File: src/design/utf8f_pkg.sv
// ----------------------------------------------------------------------------
// utf8f_pkg
// Shared types, constants and the byte classification/scan function for the
// UTF-8 alphanumeric and CJK byte filter.
// ----------------------------------------------------------------------------
package utf8f_pkg;

    // Lead byte range of the kept three-byte sequences
    localparam logic [7:0] LEAD_LO    = 8'd228;
    localparam logic [7:0] LEAD_HI    = 8'd233;
    // Trail byte limits
    localparam logic [7:0] TRAIL_LO   = 8'd128;
    localparam logic [7:0] TRAIL_HI   = 8'd191;
    localparam logic [7:0] T1_LO_228  = 8'd184;
    localparam logic [7:0] T1_HI_233  = 8'd190;
    localparam logic [7:0] T2_HI_233  = 8'd165;

    // Group queue between front and back
    localparam int QUEUE_AW    = 1;
    localparam int QUEUE_DEPTH = 1 << QUEUE_AW;

    // Results caused by one input byte
    typedef struct packed {
        logic [2:0][7:0] bytes;    // kept bytes, entry 0 first
        logic [1:0]      cnt;      // number of results, 1..3
        logic            vld;      // bytes are real (0 for the end marker)
        logic            last;     // group closes the text
    } t_group;

    // Outcome of scanning pending bytes plus one new byte
    typedef struct packed {
        logic [1:0]      n_out;
        logic [2:0][7:0] out;
        logic [1:0]      pend_cnt;
        logic [7:0]      pend0;
        logic [7:0]      pend1;
    } t_scan;

    function automatic logic is_alnum(input logic [7:0] c);
        return (c >= 8'd48 && c <= 8'd57) || (c >= 8'd65 && c <= 8'd90) ||
               (c >= 8'd97 && c <= 8'd122);
    endfunction

    function automatic logic is_lead(input logic [7:0] c);
        return c >= LEAD_LO && c <= LEAD_HI;
    endfunction

    function automatic logic trails_fit(input logic [7:0] lead,
                                        input logic [7:0] t1,
                                        input logic [7:0] t2);
        logic [7:0] lo1;
        logic [7:0] hi1;
        logic [7:0] hi2;
        lo1 = TRAIL_LO;
        hi1 = TRAIL_HI;
        hi2 = TRAIL_HI;
        if (lead == LEAD_LO) begin
            lo1 = T1_LO_228;
        end else if (lead == LEAD_HI) begin
            hi1 = T1_HI_233;
            hi2 = T2_HI_233;
        end
        return t1 >= lo1 && t1 <= hi1 && t2 >= TRAIL_LO && t2 <= hi2;
    endfunction

    // Scan up to three bytes: pending lookahead then the new byte
    function automatic t_scan scan(input logic [1:0] cnt,
                                   input logic [7:0] p0,
                                   input logic [7:0] p1,
                                   input logic [7:0] b,
                                   input logic       last);
        t_scan           r;
        logic [2:0][7:0] q;
        logic [1:0]      n;
        logic [1:0]      pos;
        logic [1:0]      avail;
        logic [1:0]      k;
        logic            stop;
        logic [7:0]      s;
        r     = '0;
        q     = '0;
        k     = 2'd0;
        pos   = 2'd0;
        stop  = 1'b0;
        // Build the work queue; an out-of-range count reads as two
        case (cnt)
            2'd0: begin
                q[0] = b;
                n    = 2'd1;
            end
            2'd1: begin
                q[0] = p0;
                q[1] = b;
                n    = 2'd2;
            end
            default: begin
                q[0] = p0;
                q[1] = p1;
                q[2] = b;
                n    = 2'd3;
            end
        endcase
        // Each pass advances at least one byte or stops
        for (int i = 0; i < 3; i++) begin
            if (!stop && pos < n) begin
                s     = q[pos];
                avail = n - pos;
                if (is_alnum(s)) begin
                    r.out[k] = s;
                    k        = k + 2'd1;
                    pos      = pos + 2'd1;
                end else if (is_lead(s)) begin
                    if (avail == 2'd3) begin
                        if (trails_fit(s, q[1], q[2])) begin
                            r.out[0] = q[0];
                            r.out[1] = q[1];
                            r.out[2] = q[2];
                            k        = 2'd3;
                            pos      = 2'd3;
                        end else begin
                            pos = pos + 2'd1;
                        end
                    end else if (last) begin
                        pos = pos + 2'd1;
                    end else begin
                        stop = 1'b1;
                    end
                end else begin
                    pos = pos + 2'd1;
                end
            end
        end
        r.n_out    = k;
        r.pend_cnt = last ? 2'd0 : (n - pos);
        case (pos)
            2'd0: begin
                r.pend0 = q[0];
                r.pend1 = q[1];
            end
            2'd1: begin
                r.pend0 = q[1];
                r.pend1 = q[2];
            end
            default: begin
                r.pend0 = q[2];
                r.pend1 = q[2];
            end
        endcase
        return r;
    endfunction

endpackage

File: src/design/utf8f_front.sv
// ----------------------------------------------------------------------------
// utf8f_front
// Accepts one byte per cycle while the queue is not full, scans it against the
// lookahead bytes and pushes the group of results it causes into the queue.
// ----------------------------------------------------------------------------
module utf8f_front (
    input  logic                i_clk,
    input  logic                i_rst_n,
    input  logic                i_valid,
    output logic                o_ready,
    input  logic [7:0]          i_in_byte,
    input  logic                i_text_last,
    input  logic                i_q_full,
    output logic                o_push,
    output utf8f_pkg::t_group   o_group
);
    import utf8f_pkg::*;

    logic [1:0] r_pend_cnt;
    logic [7:0] r_pend0;
    logic [7:0] r_pend1;
    t_scan      w_scan;
    logic       w_accept;

    assign o_ready  = !i_q_full;
    assign w_accept = i_valid && o_ready;

    // Classify the new byte together with the lookahead
    always_comb begin
        w_scan = scan(r_pend_cnt, r_pend0, r_pend1, i_in_byte, i_text_last);
    end

    // Build the group; an empty last step yields the end marker
    always_comb begin
        o_group.bytes = w_scan.out;
        o_group.last  = i_text_last;
        if (w_scan.n_out == 2'd0) begin
            o_group.cnt = 2'd1;
            o_group.vld = 1'b0;
        end else begin
            o_group.cnt = w_scan.n_out;
            o_group.vld = 1'b1;
        end
        o_push = w_accept && (w_scan.n_out != 2'd0 || i_text_last);
    end

    // Hold the lookahead count
    always_ff @(posedge i_clk) begin
        if (!i_rst_n) begin
            r_pend_cnt <= 2'd0;
        end else if (w_accept) begin
            r_pend_cnt <= w_scan.pend_cnt;
        end
    end

    // Hold the lookahead bytes
    always_ff @(posedge i_clk) begin
        if (w_accept) begin
            r_pend0 <= w_scan.pend0;
            r_pend1 <= w_scan.pend1;
        end
    end

endmodule

File: src/design/utf8f_queue.sv
// ----------------------------------------------------------------------------
// utf8f_queue
// Short queue of result groups between the front and the back.
// ----------------------------------------------------------------------------
module utf8f_queue (
    input  logic                i_clk,
    input  logic                i_rst_n,
    input  logic                i_push,
    input  utf8f_pkg::t_group   i_group,
    output logic                o_full,
    input  logic                i_pop,
    output logic                o_nonempty,
    output utf8f_pkg::t_group   o_head
);
    import utf8f_pkg::*;

    t_group                r_mem [QUEUE_DEPTH];
    logic [QUEUE_AW-1:0]   r_wr_ptr;
    logic [QUEUE_AW-1:0]   r_rd_ptr;
    logic [QUEUE_AW:0]     r_count;

    assign o_full     = (r_count == (QUEUE_AW+1)'(QUEUE_DEPTH));
    assign o_nonempty = (r_count != '0);
    assign o_head     = r_mem[r_rd_ptr];

    // Advance pointers and count
    always_ff @(posedge i_clk) begin
        if (!i_rst_n) begin
            r_wr_ptr <= '0;
            r_rd_ptr <= '0;
            r_count  <= '0;
        end else begin
            if (i_push) begin
                r_wr_ptr <= r_wr_ptr + QUEUE_AW'(1);
            end
            if (i_pop) begin
                r_rd_ptr <= r_rd_ptr + QUEUE_AW'(1);
            end
            if (i_push && !i_pop) begin
                r_count <= r_count + (QUEUE_AW+1)'(1);
            end else if (i_pop && !i_push) begin
                r_count <= r_count - (QUEUE_AW+1)'(1);
            end
        end
    end

    // Store pushed groups
    always_ff @(posedge i_clk) begin
        if (i_push) begin
            r_mem[r_wr_ptr] <= i_group;
        end
    end

endmodule

File: src/design/utf8f_back.sv
// ----------------------------------------------------------------------------
// utf8f_back
// Walks the head group one result per unstalled cycle to the output register.
// ----------------------------------------------------------------------------
module utf8f_back (
    input  logic                i_clk,
    input  logic                i_rst_n,
    input  logic                i_nonempty,
    input  utf8f_pkg::t_group   i_head,
    output logic                o_pop,
    output logic                o_valid,
    input  logic                i_ready,
    output logic [7:0]          o_out_byte,
    output logic                o_byte_valid,
    output logic                o_run_last,
    output logic                o_text_end
);
    import utf8f_pkg::*;

    logic [1:0] r_idx;
    logic       r_valid;
    logic [7:0] r_byte;
    logic       r_bvalid;
    logic       r_run_last;
    logic       r_text_end;
    logic       w_load;
    logic       w_take;
    logic       w_grp_end;

    assign w_load    = !r_valid || i_ready;
    assign w_take    = w_load && i_nonempty;
    assign w_grp_end = (r_idx == i_head.cnt - 2'd1);
    assign o_pop     = w_take && w_grp_end;

    assign o_valid      = r_valid;
    assign o_out_byte   = r_byte;
    assign o_byte_valid = r_bvalid;
    assign o_run_last   = r_run_last;
    assign o_text_end   = r_text_end;

    // Advance the result index and output valid
    always_ff @(posedge i_clk) begin
        if (!i_rst_n) begin
            r_idx   <= 2'd0;
            r_valid <= 1'b0;
        end else begin
            if (w_take) begin
                r_idx <= w_grp_end ? 2'd0 : r_idx + 2'd1;
            end
            if (w_load) begin
                r_valid <= i_nonempty;
            end
        end
    end

    // Load the output payload
    always_ff @(posedge i_clk) begin
        if (w_take) begin
            r_byte     <= i_head.vld ? i_head.bytes[r_idx] : 8'd0;
            r_bvalid   <= i_head.vld;
            r_run_last <= w_grp_end;
            r_text_end <= w_grp_end && i_head.last;
        end
    end

endmodule

File: src/design/utf8_alnum_cjk_filter_top.sv
// ----------------------------------------------------------------------------
// utf8_alnum_cjk_filter_top
// UTF-8 byte filter that keeps ASCII digits, letters and CJK three-byte
// sequences, and marks the last result of each input and of each text.
// ----------------------------------------------------------------------------
// The block takes one byte per cycle. Each byte is scanned in the cycle it is
// taken against up to two held lookahead bytes and yields zero to three
// results (one end marker when a text ends with nothing kept). Results leave
// one per cycle, while i_ready allows, through a registered output, so a byte
// that completes a three-byte sequence holds the output for its three results;
// a two-group queue between the scanner and the output lets input continue
// meanwhile, and the input stalls only when that queue is full. A byte reaches
// the output through the queue and the output register.
module utf8_alnum_cjk_filter_top (
    input  logic       i_clk,
    input  logic       i_rst_n,
    input  logic       i_valid,
    output logic       o_ready,
    input  logic [7:0] i_in_byte,
    input  logic       i_text_last,
    output logic       o_valid,
    input  logic       i_ready,
    output logic [7:0] o_out_byte,
    output logic       o_byte_valid,
    output logic       o_run_last,
    output logic       o_text_end
);
    import utf8f_pkg::*;

    t_group w_push_group;
    t_group w_head;
    logic   w_push;
    logic   w_full;
    logic   w_pop;
    logic   w_nonempty;

    // Scan and classify input bytes
    utf8f_front u_front (
        .i_clk       (i_clk),
        .i_rst_n     (i_rst_n),
        .i_valid     (i_valid),
        .o_ready     (o_ready),
        .i_in_byte   (i_in_byte),
        .i_text_last (i_text_last),
        .i_q_full    (w_full),
        .o_push      (w_push),
        .o_group     (w_push_group)
    );

    // Buffer result groups
    utf8f_queue u_queue (
        .i_clk      (i_clk),
        .i_rst_n    (i_rst_n),
        .i_push     (w_push),
        .i_group    (w_push_group),
        .o_full     (w_full),
        .i_pop      (w_pop),
        .o_nonempty (w_nonempty),
        .o_head     (w_head)
    );

    // Deliver results one per transfer
    utf8f_back u_back (
        .i_clk        (i_clk),
        .i_rst_n      (i_rst_n),
        .i_nonempty   (w_nonempty),
        .i_head       (w_head),
        .o_pop        (w_pop),
        .o_valid      (o_valid),
        .i_ready      (i_ready),
        .o_out_byte   (o_out_byte),
        .o_byte_valid (o_byte_valid),
        .o_run_last   (o_run_last),
        .o_text_end   (o_text_end)
    );

endmodule
File: config.mk
export PLATFORM = sky130hd
export DESIGN_NAME = utf8_alnum_cjk_filter_top
export DESIGN_NICKNAME = d
export VERILOG_FILES = /design/src/design/utf8f_pkg.sv /design/src/design/utf8f_front.sv /design/src/design/utf8f_queue.sv /design/src/design/utf8f_back.sv /design/src/design/utf8_alnum_cjk_filter_top.sv
export SDC_FILE = /design/constraint.sdc
export NUM_CORES = 1
export LEC_CHECK = 0
export ABC_CLOCK_PERIOD_IN_PS = 14100
export BUFFER_PORTS_ARGS = -buffer_cell sky130_fd_sc_hd__buf_2
export CAP_MARGIN = 20
export CORE_MARGIN = 5
export CORE_UTILIZATION = 38
export DETAILED_ROUTE_END_ITERATION = 7
export PLACE_DENSITY = 0.62
export SYNTH_ARGS = -nofsm -noshare
export SYNTH_HDL_FRONTEND = slang
export SYNTH_HIERARCHICAL = 1
export SYNTH_SLANG_ARGS = --single-unit
export TNS_END_PERCENT = 1
File: constraint.sdc
create_clock -name i_clk -period 14.1 [get_ports i_clk]
set_clock_uncertainty 0.1 [all_clocks]
set_input_delay 1.41 -clock i_clk [delete_from_list [all_inputs] [get_ports i_clk]]
set_output_delay 1.41 -clock i_clk [all_outputs]
set_load 0.01 [all_outputs]
=== Word level (Yosys, flattened, before mapping) ===
Memories as Yosys holds them, arrays and structs flattened. A register that Yosys moved wholly into a read port is not among the register bits.
Index checks and enable logic that the tools add are counted.

* Memory bits (writable): 56
* Memories: 1
* Output and inout port bits: 13
* Register bits after elaboration: 36

* Mux-type cells: 136
* Reduce and logical (&&, ||, !) cells: 53
* $lt $le $gt $ge: 44
* Equal/unequal tests: 13
* $add $sub $neg: 13

{| class="wikitable"
|+ Memory list
! memory !! depth !! bits a word !! read ports !! clocked after memory_dff !! wr ports !! line !! RTL
|-
| u_queue.r_mem || 2 || 28 || 1 || 1 || 1 || utf8f_queue.sv:17 || <nowiki>t_group r_mem [QUEUE_DEPTH];</nowiki>
|}

{| class="wikitable"
|+ Operators by type and width
! cell !! number
|-
| 8-bit 2-to-1 mux || 50
|-
| 24-bit 2-to-1 mux || 14
|-
| 2-bit 2-to-1 mux || 36
|-
| 8-bit binary-select mux with 2-bit select || 3
|-
| 24-bit bitwise mux || 2
|-
| 8-bit equality test, second input constant || 6
|-
| 8-bit by 7-bit greater-or-equal comparator with 1-bit output, second input constant || 6
|-
| 8-bit by 7-bit <= comparator with 1-bit output, second input constant || 6
|-
| 8-bit <= comparator || 6
|-
| 8-bit demux with 2-bit select || 2
|-
| 8-bit greater-or-equal comparator, second input constant || 4
|-
| 1-bit logical AND || 32
|-
| 16-bit one-hot mux with 2 select lines || 1
|-
| 8-bit by 6-bit greater-or-equal comparator with 1-bit output, second input constant || 3
|-
| 8-bit greater-or-equal comparator || 3
|-
| 8-bit by 6-bit <= comparator with 1-bit output, second input constant || 3
|-
| 8-bit <= comparator, second input constant || 3
|-
| 1-bit 2-to-1 mux || 18
|-
| 6-bit 2-to-1 mux || 3
|-
| 16-bit 2-to-1 mux || 1
|-
| 8-bit one-hot mux with 2 select lines || 1
|-
| 2-bit by 3-bit < comparator with 1-bit output, second input constant || 5
|-
| 5-bit 2-to-1 mux || 3
|-
| 2-bit by 1-bit adder with 2-bit output, second input constant || 6
|-
| other kinds (16) || 42
|}

=== Logic depth before layout (Yosys ltp) ===
Gate-level depths: netlist of run 1.

* Word-level depth: 61
* Depth in mapped cells: 41
* Gate-level depth less buffers: 36

=== Cells and area by module ===
The synthesis of run 1 kept the hierarchy.

{| class="wikitable"
|+ Modules (own cells, without submodules)
! module !! instances !! area an instance (um^2) !! cells each
|-
| utf8f_front || 1 || 3619.7 || 473
|-
| utf8f_queue || 1 || 2245.9 || 109
|-
| utf8f_back || 1 || 798.3 || 71
|}

=== Worst setup path before layout of run 1 ===
Ideal clock, no wire load.

* Path kind: input to register
* From: in i_in_byte[0]
* To: mem u_queue/r_mem[0][0] (netlist bit) (enable)
* Stages: 29
* Slack: 5.398 ns
* Data required time: 13.582 ns
* Library setup time: 0.418 ns
* Arrival: 8.185 ns
* Cell sequence: clkbuf_2 nor4_1 a21oi_1 nor2_1 nand2_1 or3_1 ha_1 o21a_1 o311ai_0 nor2_1 o2111ai_2 nor2_4 inv_2 clkbuf_1 fa_1 a21oi_1 o211ai_1 o21ai_1 nor2_1 nor2_1 ha_1 inv_1 fa_1 nand4_1 clkbuf_1 nor3b_4 mux2_4 o21a_1 nor2b_1

* Longest elaborated chain between the ends: 58
* Elaborated cells between the ends (all ways): 177
* Those cells by class: 5 x add/sub; 36 x order compare; 8 x eq/ne; 94 x mux; 34 x reduce/logical

{| class="wikitable"
|+ Ends and longest elaborated chain
! item !! line !! RTL
|-
| start: declaration || utf8_alnum_cjk_filter_top.sv:19 || <nowiki>input logic [7:0] i_in_byte,</nowiki>
|-
| 8-bit 2-to-1 mux || utf8f_pkg.sv:86 || <nowiki>case (cnt)</nowiki>
|-
| 8-bit equality test || utf8f_pkg.sv:59 || <nowiki>end else if (lead == LEAD_HI) begin</nowiki>
|-
| 1-bit 2-to-1 mux || utf8f_pkg.sv:59 ||
|-
| 8-bit 2-to-1 mux || utf8f_pkg.sv:57 || <nowiki>if (lead == LEAD_LO) begin</nowiki>
|-
| 8-bit 2-to-1 mux || utf8f_pkg.sv:113 || <nowiki>if (avail == 2'd3) begin</nowiki>
|-
| 8-bit 2-to-1 mux || utf8f_pkg.sv:112 || <nowiki>end else if (is_lead(s)) begin</nowiki>
|-
| 8-bit 2-to-1 mux || utf8f_pkg.sv:108 || <nowiki>if (is_alnum(s)) begin</nowiki>
|-
| 8-bit 2-to-1 mux || utf8f_pkg.sv:105 || <nowiki>if (!stop && pos < n) begin</nowiki>
|-
| [... 43 more ...] || - ||
|-
| 2-bit 2-to-1 mux || utf8f_pkg.sv:108 ||
|-
| 2-bit 2-to-1 mux * || utf8f_pkg.sv:105 ||
|-
| 2-bit nonzero test * || utf8f_front.sv:44 || <nowiki>o_push = w_accept && (w_scan.n_out != 2'd0 || i_text_last);</nowiki>
|-
| 1-bit logical OR * || utf8f_front.sv:44 ||
|-
| 1-bit logical AND * || utf8f_front.sv:44 ||
|-
| via w_push || utf8_alnum_cjk_filter_top.sv:32 || <nowiki>logic w_push;</nowiki>
|-
| 1-bit 2-to-1 mux * || utf8f_queue.sv:49 || <nowiki>if (i_push) begin</nowiki>
|-
| 1-bit 2-to-1 mux (implied by the code) * || utf8f_queue.sv:50 || <nowiki>r_mem[r_wr_ptr] <= i_group;</nowiki>
|-
| end: declaration || utf8f_queue.sv:17 ||
|}

The timed path passes the listed nets; every way through them passes the cells marked *. The select of a mux whose other input is x is not followed.

==> run summary, run 1 <==
WL/cell: 22.56 um
setup TNS: 0 ns
vias after detailed routing: 5300
WL final: 19520 um
slowest cell on the critical path: or4_1
Slew Limit Fails: 0
register area share after synthesis: 0.4041
met1 Use GR: 0.2648
Overall Global Routing Usage: 0.1938
max-cap violation count: 0
post-cts gate resize count: 0
Row Count: 48
Tightest Pin Transition: 1.023 ns
Routed Antenna Nets: 0
Main synth FF type: edfxtp_1
Synth Net Count: 687
Seq cells post-synth: 93
fmax: 0.1060 GHz
CP startpoint kind: input port
Port Buf Inserts: 25
Placed Cells: 848
Post-CTS Hold Buffers: 0
Initial Util: 0.3866
busiest grt layer: met2
first-pass GRT wire length: 30350 um
Cell variety after synth: 96
CP required: 14.10 ns
Initial DRC Count: 580
Post-Syn Area: 6664 um2
Crit. End Element: flip-flop
EDFF count, synth: 83
Flop pwr share: 0.314
Synth Instances: 653
NetSw: 630.8 uW
slowest stage delay, CP: 0.70 ns
RSZ-0062 raised after global routing: no
Final Wtd Congestion: 1.041
non-filler instance count after layout: 865
Layout area overhead: 4.900%
met3 Usage GRT: 0.03763
CTS clk-pin slew, worst paths: 0.07 ns
hpwl dp: 14600 um
htree depth: 3
Ant. Diodes: 0
Max Root-Sink Buffers: 2
Rel. slew slack: 0.3109
routing usage on met2: 0.3091
Gate power share: 0.531
CTS Sinks: 93
Clk pwr share: 0.155
critical path type: in -> reg
sw frac: 0.4300
die width: 142.4 um
CTS tree: yes
CTS buffer count: 9
most frequent CP cell: inv_1
Layout Cell Area excl Fill: 6990 um2
synth warn: 6
final worst-path cycle share: 0.6691
layout cells sized above 1: 0.1875
drt drc: 0
CTS root buf: clkbuf_16
latest clock arrival within the worst-skew pair: 0.35 ns
Final Net Count: 669
Avg Cell Area, Syn: 10.21 um2
area post-placement: 6703 um2
Internal: 836.1 uW
Peak supply drop: 98.20 uV
Power, Total: 1467 uW
outcome: completed
fin crit period: 9.434 ns
setup bufs post-CTS: 0
initial antenna violation count: 1
total grt overflow: 0
worst hold slack: 0.4031 ns
final hold violations: 0
P per Cell Area: 209.8 nW/um2
P_leak: 0.002598 uW
number of global-route vias before repair: 4999
largest net degree at the start of global routing: 46
crit path max fanout: 17
drt pass-1 iters: 6
Die Footprint: 20280 um2
Top-Level Pins: 26
Worst Hold Class: reg -> reg
vias per cell: 6.127
CP Data Arrival Time: 9.43 ns
Fill cells: 1666
endpoints failing setup: 0
Core ar.: 17240 um2
die height: 142.4 um
Synth async-reset ratio: 0
==> flip-flops by register name, indices dropped and copies added, names as in the netlist, named ones only <==
register and cells:
u_queue/r_mem 56, u_front/r_pend0 8, u_back/o_out_byte 8, u_back/o_text_end 1, u_queue/r_wr_ptr 1, u_back/o_byte_valid 1
u_back/r_idx 2, u_back/o_run_last 1, u_front/r_pend1 8, u_queue/r_rd_ptr 1, u_front/r_pend_cnt 2, u_back/o_valid 1
u_queue/r_count 2
==> layout make-up <==
| type | count | area [um2] | area share |
|---|---|---|---|
| clock buffer | 11 | 242.7 | 0.03472 |
| clock inverter | 5 | 33.78 | 0.004833 |
| sequential | 93 | 2693 | 0.3852 |
| tap | 225 | 281.5 | 0.04027 |
| multi-input combinational | 471 | 3443 | 0.4926 |
| timing repair buffer | 34 | 196.4 | 0.02810 |
| inverter | 26 | 100.1 | 0.01432 |
==> cell usage in the layout (no fill, tap or decap), types with 5 or more instances in the layout <==
| cell type | instances |
|---|---|
| a21boi_1 | 8 |
| a22oi_1 | 16 |
| clkbuf_16 | 9 |
| a21o_1 | 6 |
| edfxtp_1 | 83 |
| mux2i_1 | 37 |
| o21ai_1 | 5 |
| or2_0 | 6 |
| a31oi_1 | 10 |
| mux2_2 | 29 |
| o21ai_0 | 24 |
| a21oi_1 | 20 |
| nor2_1 | 36 |
| inv_1 | 23 |
| buf_4 | 8 |
| a2bb2oi_1 | 5 |
| nand2_1 | 68 |
| or2_2 | 5 |
| nand3_1 | 8 |
| nor3_1 | 8 |
| nor2b_1 | 7 |
| nor4_1 | 5 |
| dfxtp_1 | 10 |
| nand2b_1 | 7 |
| and2_1 | 15 |
| ha_1 | 19 |
| o22ai_1 | 18 |
| o21a_1 | 5 |
| buf_2 | 25 |
==> Yosys cell counts, drive strengths merged, types with 9 or more instances <==
cell,number,area [um2]
and2,16,101.4
edfxtp,83,2492
nand2,69,261.5
or2,13,81.33
ha,19,237.7
inv,26,100.1
buf,47,371.6
o21ai,31,162.7
nor2,41,190.2
a21oi,23,141.4
clkbuf,16,61.30
nand3,9,50.05
a22oi,16,120.1
mux2i,37,370.4
o22ai,18,112.6
mux2,33,386.6
nor2b,9,56.30
dfxtp,10,200.2
a31oi,10,62.56
a21boi,10,78.83
==> layer usage <==
| metal | vias to the layer above | routed length (um) |
|---|---|---|
| met1 | 2599 | 8432 |
| met2 | 261 | 9073 |
| met5 | - | 11 |
| li1 | 2388 | - |
| met4 | 2 | 584 |
| met3 | 50 | 1414 |
==> worst max-delay path, delay by kind of cell <==
kind	cells	cell delay [ns]
simple gates	11	3.26
compound gates	14	2.74
fa+ha+maj	3	0.93
buf+inv	5	0.74
mux	1	0.33
==> through the flow <==
step	worst slack, ns	utilization
after floorplan	5.398	-
after global placement	4.625	0.3889
after detailed placement	4.532	0.3889
after CTS	4.874	0.4049
after global routing	4.202	0.4056
final	4.666	0.4056
==> power groups by stage <==
| stage | Sequential (uW) | Combinational [uW] | Clock (uW) |
|---|---|---|---|
| floorplan | 452 | 599 | 0 |
| global placement | 463 | 752 | 0 |
| detailed placement | 466 | 759 | 0 |
| CTS | 461 | 764 | 231 |
| global route | 468 | 832 | 244 |
| finish | 461 | 779 | 227 |
==> path summary, 6_finish.rpt <==
check	startpoint	end	slack, ns	cells after the start
worst min register to register	u_queue/r_count[1]	u_queue/r_count[1]	0.40	2
worst max-delay path	i_in_byte[5]	u_front/r_pend1[7]	4.67	34
worst min-delay path	u_queue/r_count[1]	u_queue/r_count[1]	0.40	2
worst max register to register	u_front/r_pend_cnt[0]	u_front/r_pend1[7]	4.83	34
==> cell families after synthesis <==
kind of cell	after synthesis	share of synthesized area
AOI/OAI and AO/OA	168	0.1846
xor gates and xnor gates	5	0.007700
adders and majority gates	21	0.04168
buffers and inverters	89	0.07998
DFF	93	0.4041
muxes	70	0.1136
and+or+nand+nor	207	0.1684
Power figures use the tool's default switching activity.
==> run 2: changes to the inputs <==
- ABC_AREA: not set -> 1
- ABC_CLOCK_PERIOD_IN_PS: 14100 -> 8900
- clock period: 14.1 -> 8.9 ns (I/O delays scaled with it)
==> run summary, run 2 <==
setup bufs post-CTS: 0
CTS tree: yes
Tightest Pin Transition: 0.8152 ns
Die Footprint: 21010 um2
Top-Level Pins: 26
Initial DRC Count: 390
Most flops, register: u_queue/r_mem
EDFF count, synth: 83
Max Root-Sink Buffers: 2
Core ar.: 17960 um2
critical path type: reg -> reg
Final Wtd Congestion: 0.9638
CP bufs+invs: 4
final hold violations: 0
max reg flops: 56
register area share after synthesis: 0.3890
most common cell after layout, fill and taps aside: nand2_1
slowest cell on the critical path: dfxtp_1
vias per cell: 5.272
CP startpoint kind: flip-flop
cell taking the most area after synthesis: edfxtp_1
commonest non-fill, non-tap cells in the layout: nand2_1, inv_1, edfxtp_1, nor2_1, nand3_1
Layout area overhead: 5.387%
final worst-path cycle share: 0.9010
Synth Instances: 875
CTS clk-pin slew, worst paths: 0.07 ns
flop2flop setup slack: 0.88 ns
first-pass GRT wire length: 30490 um
reg2reg start: u_front/r_pend_cnt[1]
vias after detailed routing: 5810
Hold Crit Start: u_queue/r_rd_ptr
die width: 145.0 um
Port Buf Inserts: 25
Synth Net Count: 909
number of global-route vias before repair: 5722
Ant. Diodes: 0
Commonest cells post-synth: nand2_1, inv_1, edfxtp_1
Initial Util: 0.3853
max-cap violation count: 0
CTS Sinks: 93
Rel. slew slack: 0.4558
slowest stage delay, CP: 0.85 ns
initial antenna violation count: 0
crit path max fanout: 28
die height: 145.0 um
Post-CTS Hold Buffers: 0
Routed Antenna Nets: 0
post-cts gate resize count: 0
drt pass-1 iters: 8
largest net degree at the start of global routing: 29
Overall Global Routing Usage: 0.1805
CP Data Arrival Time: 7.93 ns
latest clock arrival within the worst-skew pair: 0.35 ns
WL/cell: 17.08 um
Crit. End Element: flip-flop
Seq cells post-synth: 93
drt drc: 0
most frequent CP cell: nand2_1
Synth async-reset ratio: 0
RSZ-0062 raised after global routing: no
Post-Syn Area: 6922 um2
top cell type's share of synthesized area: 0.3601
total grt overflow: 0
layout cells sized above 1: 0.1684
outcome: completed
fin crit period: 8.019 ns
fmax: 0.1247 GHz
Synth area leaders: edfxtp_1, nand2_1, inv_1, nand3_1, mux2_4
count leader, synth: nand2_1
CTS root buf: clkbuf_16
CP Launch Point: u_front/r_pend_cnt[1]
setup TNS: 0 ns
CTS buffer count: 9
synth warn: 6
htree depth: 3
largest delay contributor family on the critical path: simple AND/OR/NAND/NOR gates
WL final: 18820 um
endpoints failing setup: 0
hpwl dp: 14370 um
Final Net Count: 902
Avg Cell Area, Syn: 7.910 um2
CP required: 8.81 ns
Row Count: 49
Slew Limit Fails: 0
Main synth FF type: edfxtp_1
Worst Hold Class: reg -> reg
Cell variety after synth: 45
run 2: cell families (layout without fill, tap and decap cells):
group           Yosys count  count (layout)  share of synthesized area
compound gates          131             131                     0.1132
xor+xnor                  1               1                   0.001266
fa+ha+maj                21              21                    0.04013
buf+inv                 160             158                     0.1150
flops                    93              93                     0.3890
mux                      28              28                    0.05640
simple gates            441             441                     0.2851
run 2: area by class of cell:
cell class | instances | area (um2)
clock buffers | 9 | 225.2
inverters | 111 | 419.2
clock inverters | 7 | 65.06
fillers | 1803 | 10670
repair buffers | 31 | 170.2
flip-flops and latches | 93 | 2693
well taps | 229 | 286.5
multi-input cells | 622 | 3436
run 2: per-layer routing:
metal  wire, um  global-route usage  part of all wire
met1       8180              0.2275              0.43
met2       8606              0.2915              0.46
met3       1076             0.03524             0.057
met4        954             0.09793             0.051
met5          0                   0                 0
run 2: worst paths after layout:
check                           depth (start not counted)              endpoint
worst min-delay path                                    2      u_queue/r_rd_ptr
worst max-delay path                                   41  u_queue/r_mem[0][21]
worst max register to register                         41  u_queue/r_mem[0][21]
worst min register to register                          2      u_queue/r_rd_ptr
run 2: worst min-delay path, delay by kind of cell (launching register included):
kind          cells  cell delay (ns)
simple gates      2             0.14
flops             1             0.33
run 2: metrics by stage:
| step | cell area, um2 | utilization | setup slack (ns) | std cells | hold slack, ns |
|---|---|---|---|---|---|
| after CTS | 7295 | 0.4061 | 0.9711 | 1102 | 0.4052 |
| after global placement | 7004 | 0.3899 | 1.149 | 1086 | 0.3813 |
| after floorplan | 6922 | - | 1.347 | 875 | 0.3664 |
| final | 7295 | 0.4061 | 0.8813 | 1102 | 0.3992 |
| after global routing | 7295 | 0.4061 | 0.02861 | 1102 | 0.4573 |
| after detailed placement | 7004 | 0.3899 | 1.010 | 1086 | 0.3881 |
Power of run 2 is left out: the tool's default activity adds up to more than one toggle a clock period on the data nets, which glitch-free logic cannot reach.
==> run 3: changes to the inputs <==
- PLACE_DENSITY: 0.62 -> 0.5
==> run summary, run 3 (synthesized netlist as in run 2, its figures left out) <==
Slew Limit Fails: 0
Initial Util: 0.3853
Hold Crit Start: u_queue/r_rd_ptr
CTS buffer count: 9
drt drc: 0
fin crit period: 7.821 ns
vias per cell: 5.174
WL final: 19320 um
routing usage on met2: 0.2961
CP Data Arrival Time: 7.72 ns
final worst-path cycle share: 0.8787
max-cap violation count: 0
RSZ-0062 raised after global routing: no
setup bufs post-CTS: 0
Ant. Diodes: 0
largest net degree at the start of global routing: 29
Placed Cells: 1088
Reg-to-Reg End: u_queue/r_mem[0][8]
latest clock arrival within the worst-skew pair: 0.35 ns
non-filler instance count after layout: 1104
max reg flops: 56
flop2flop setup slack: 1.08 ns
CP Launch Point: u_front/r_pend_cnt[1]
area post-placement: 7019 um2
htree depth: 3
crit path max fanout: 28
outcome: completed
Overall Global Routing Usage: 0.1831
CTS Sinks: 93
Die Footprint: 21010 um2
Post-CTS Hold Buffers: 0
worst r2r path cells: 48
commonest non-fill, non-tap cells in the layout: nand2_1, inv_1, edfxtp_1, nor2_1, nand3_1
CTS root buf: clkbuf_16
layout cells sized above 1: 0.1691
fmax: 0.1279 GHz
crit path to: u_queue/r_mem[0][8]
Row Count: 49
CTS tree: yes
busiest grt layer: met2
Rel. slew slack: 0.4716
Core ar.: 17960 um2
die width: 145.0 um
CP required: 8.80 ns
Routed Antenna Nets: 0
CTS clk-pin slew, worst paths: 0.07 ns
Layout area overhead: 5.730%
drt pass-1 iters: 5
post-cts gate resize count: 0
initial antenna violation count: 0
most common cell after layout, fill and taps aside: nand2_1
Most flops, register: u_queue/r_mem
Final Wtd Congestion: 0.9276
met1 Use GR: 0.2451
final hold violations: 0
Final Net Count: 904
Crit. End Element: flip-flop
Max Root-Sink Buffers: 2
slowest cell on the critical path: nor2_2
Worst Hold Class: reg -> reg
Tightest Pin Transition: 0.7901 ns
Initial DRC Count: 506
setup TNS: 0 ns
Port Buf Inserts: 25
Layout Cell Area excl Fill: 7318 um2
met3 Usage GRT: 0.02744
CP startpoint kind: flip-flop
reg2reg start: u_front/r_pend_cnt[1]
most frequent CP cell: nand2_1
die height: 145.0 um
total grt overflow: 0
WL/cell: 17.50 um
Top-Level Pins: 26
vias after detailed routing: 5712
number of global-route vias before repair: 5492
endpoints failing setup: 0
hpwl dp: 15080 um
critical path type: reg -> reg
slowest stage delay, CP: 0.54 ns
first-pass GRT wire length: 30680 um
==> run 3: cell types whose count changed in the layout (fill, tap and decap cells not counted), sizes merged <==
cell,change
buf,+2
clkinv,+5
inv,-3
clkinvlp,-3
bufinv,+1
==> run 3: layer usage <==
layer / up-vias / routed length, um
li1: 2888 / -
met1: 2645 / 8829
met2: 141 / 8967
met3: 38 / 730
met4: 0 / 787
met5: - / 0
==> run 3: worst min path at each step <==
| stage | to | slack (ns) | cells past startpoint |
|---|---|---|---|
| finish | flip-flop | 0.40 | 2 |
| global route | u_queue/r_rd_ptr | 0.42 | 2 |
| CTS | flip-flop | 0.40 | 2 |
| detailed placement | flip-flop | 0.38 | 2 |
| global placement | flip-flop | 0.38 | 2 |
| floorplan | flip-flop | 0.37 | 2 |
==> run 3: layout make-up <==
cell class / count / area [um2]
multi-input cells: 622 / 3436
flip-flops and latches: 93 / 2693
fillers: 1874 / 10650
clock inverters: 7 / 73.82
repair buffers: 33 / 185.2
inverters: 111 / 419.2
well taps: 229 / 286.5
clock buffers: 9 / 225.2
==> run 3: critical path, delay by kind of cell (launching register included) <==
family	cells	cell delay (ns)
AOI/OAI and AO/OA	6	1.05
buffers and inverters	8	0.85
and+or+nand+nor	31	4.19
DFF	1	0.47
adders and majority gates	3	0.76
==> run 3: stage by stage <==
stage | setup WS (ns) | hold WS (ns) | utilization
after CTS | 1.119 | 0.3993 | 0.4074
after global routing | 0.1607 | 0.4219 | 0.4074
after detailed placement | 1.139 | 0.3802 | 0.3908
after floorplan | 1.347 | 0.3664 | -
final | 1.079 | 0.3965 | 0.4074
after global placement | 1.197 | 0.3839 | 0.3908
Power of run 3 is left out for the same reason.
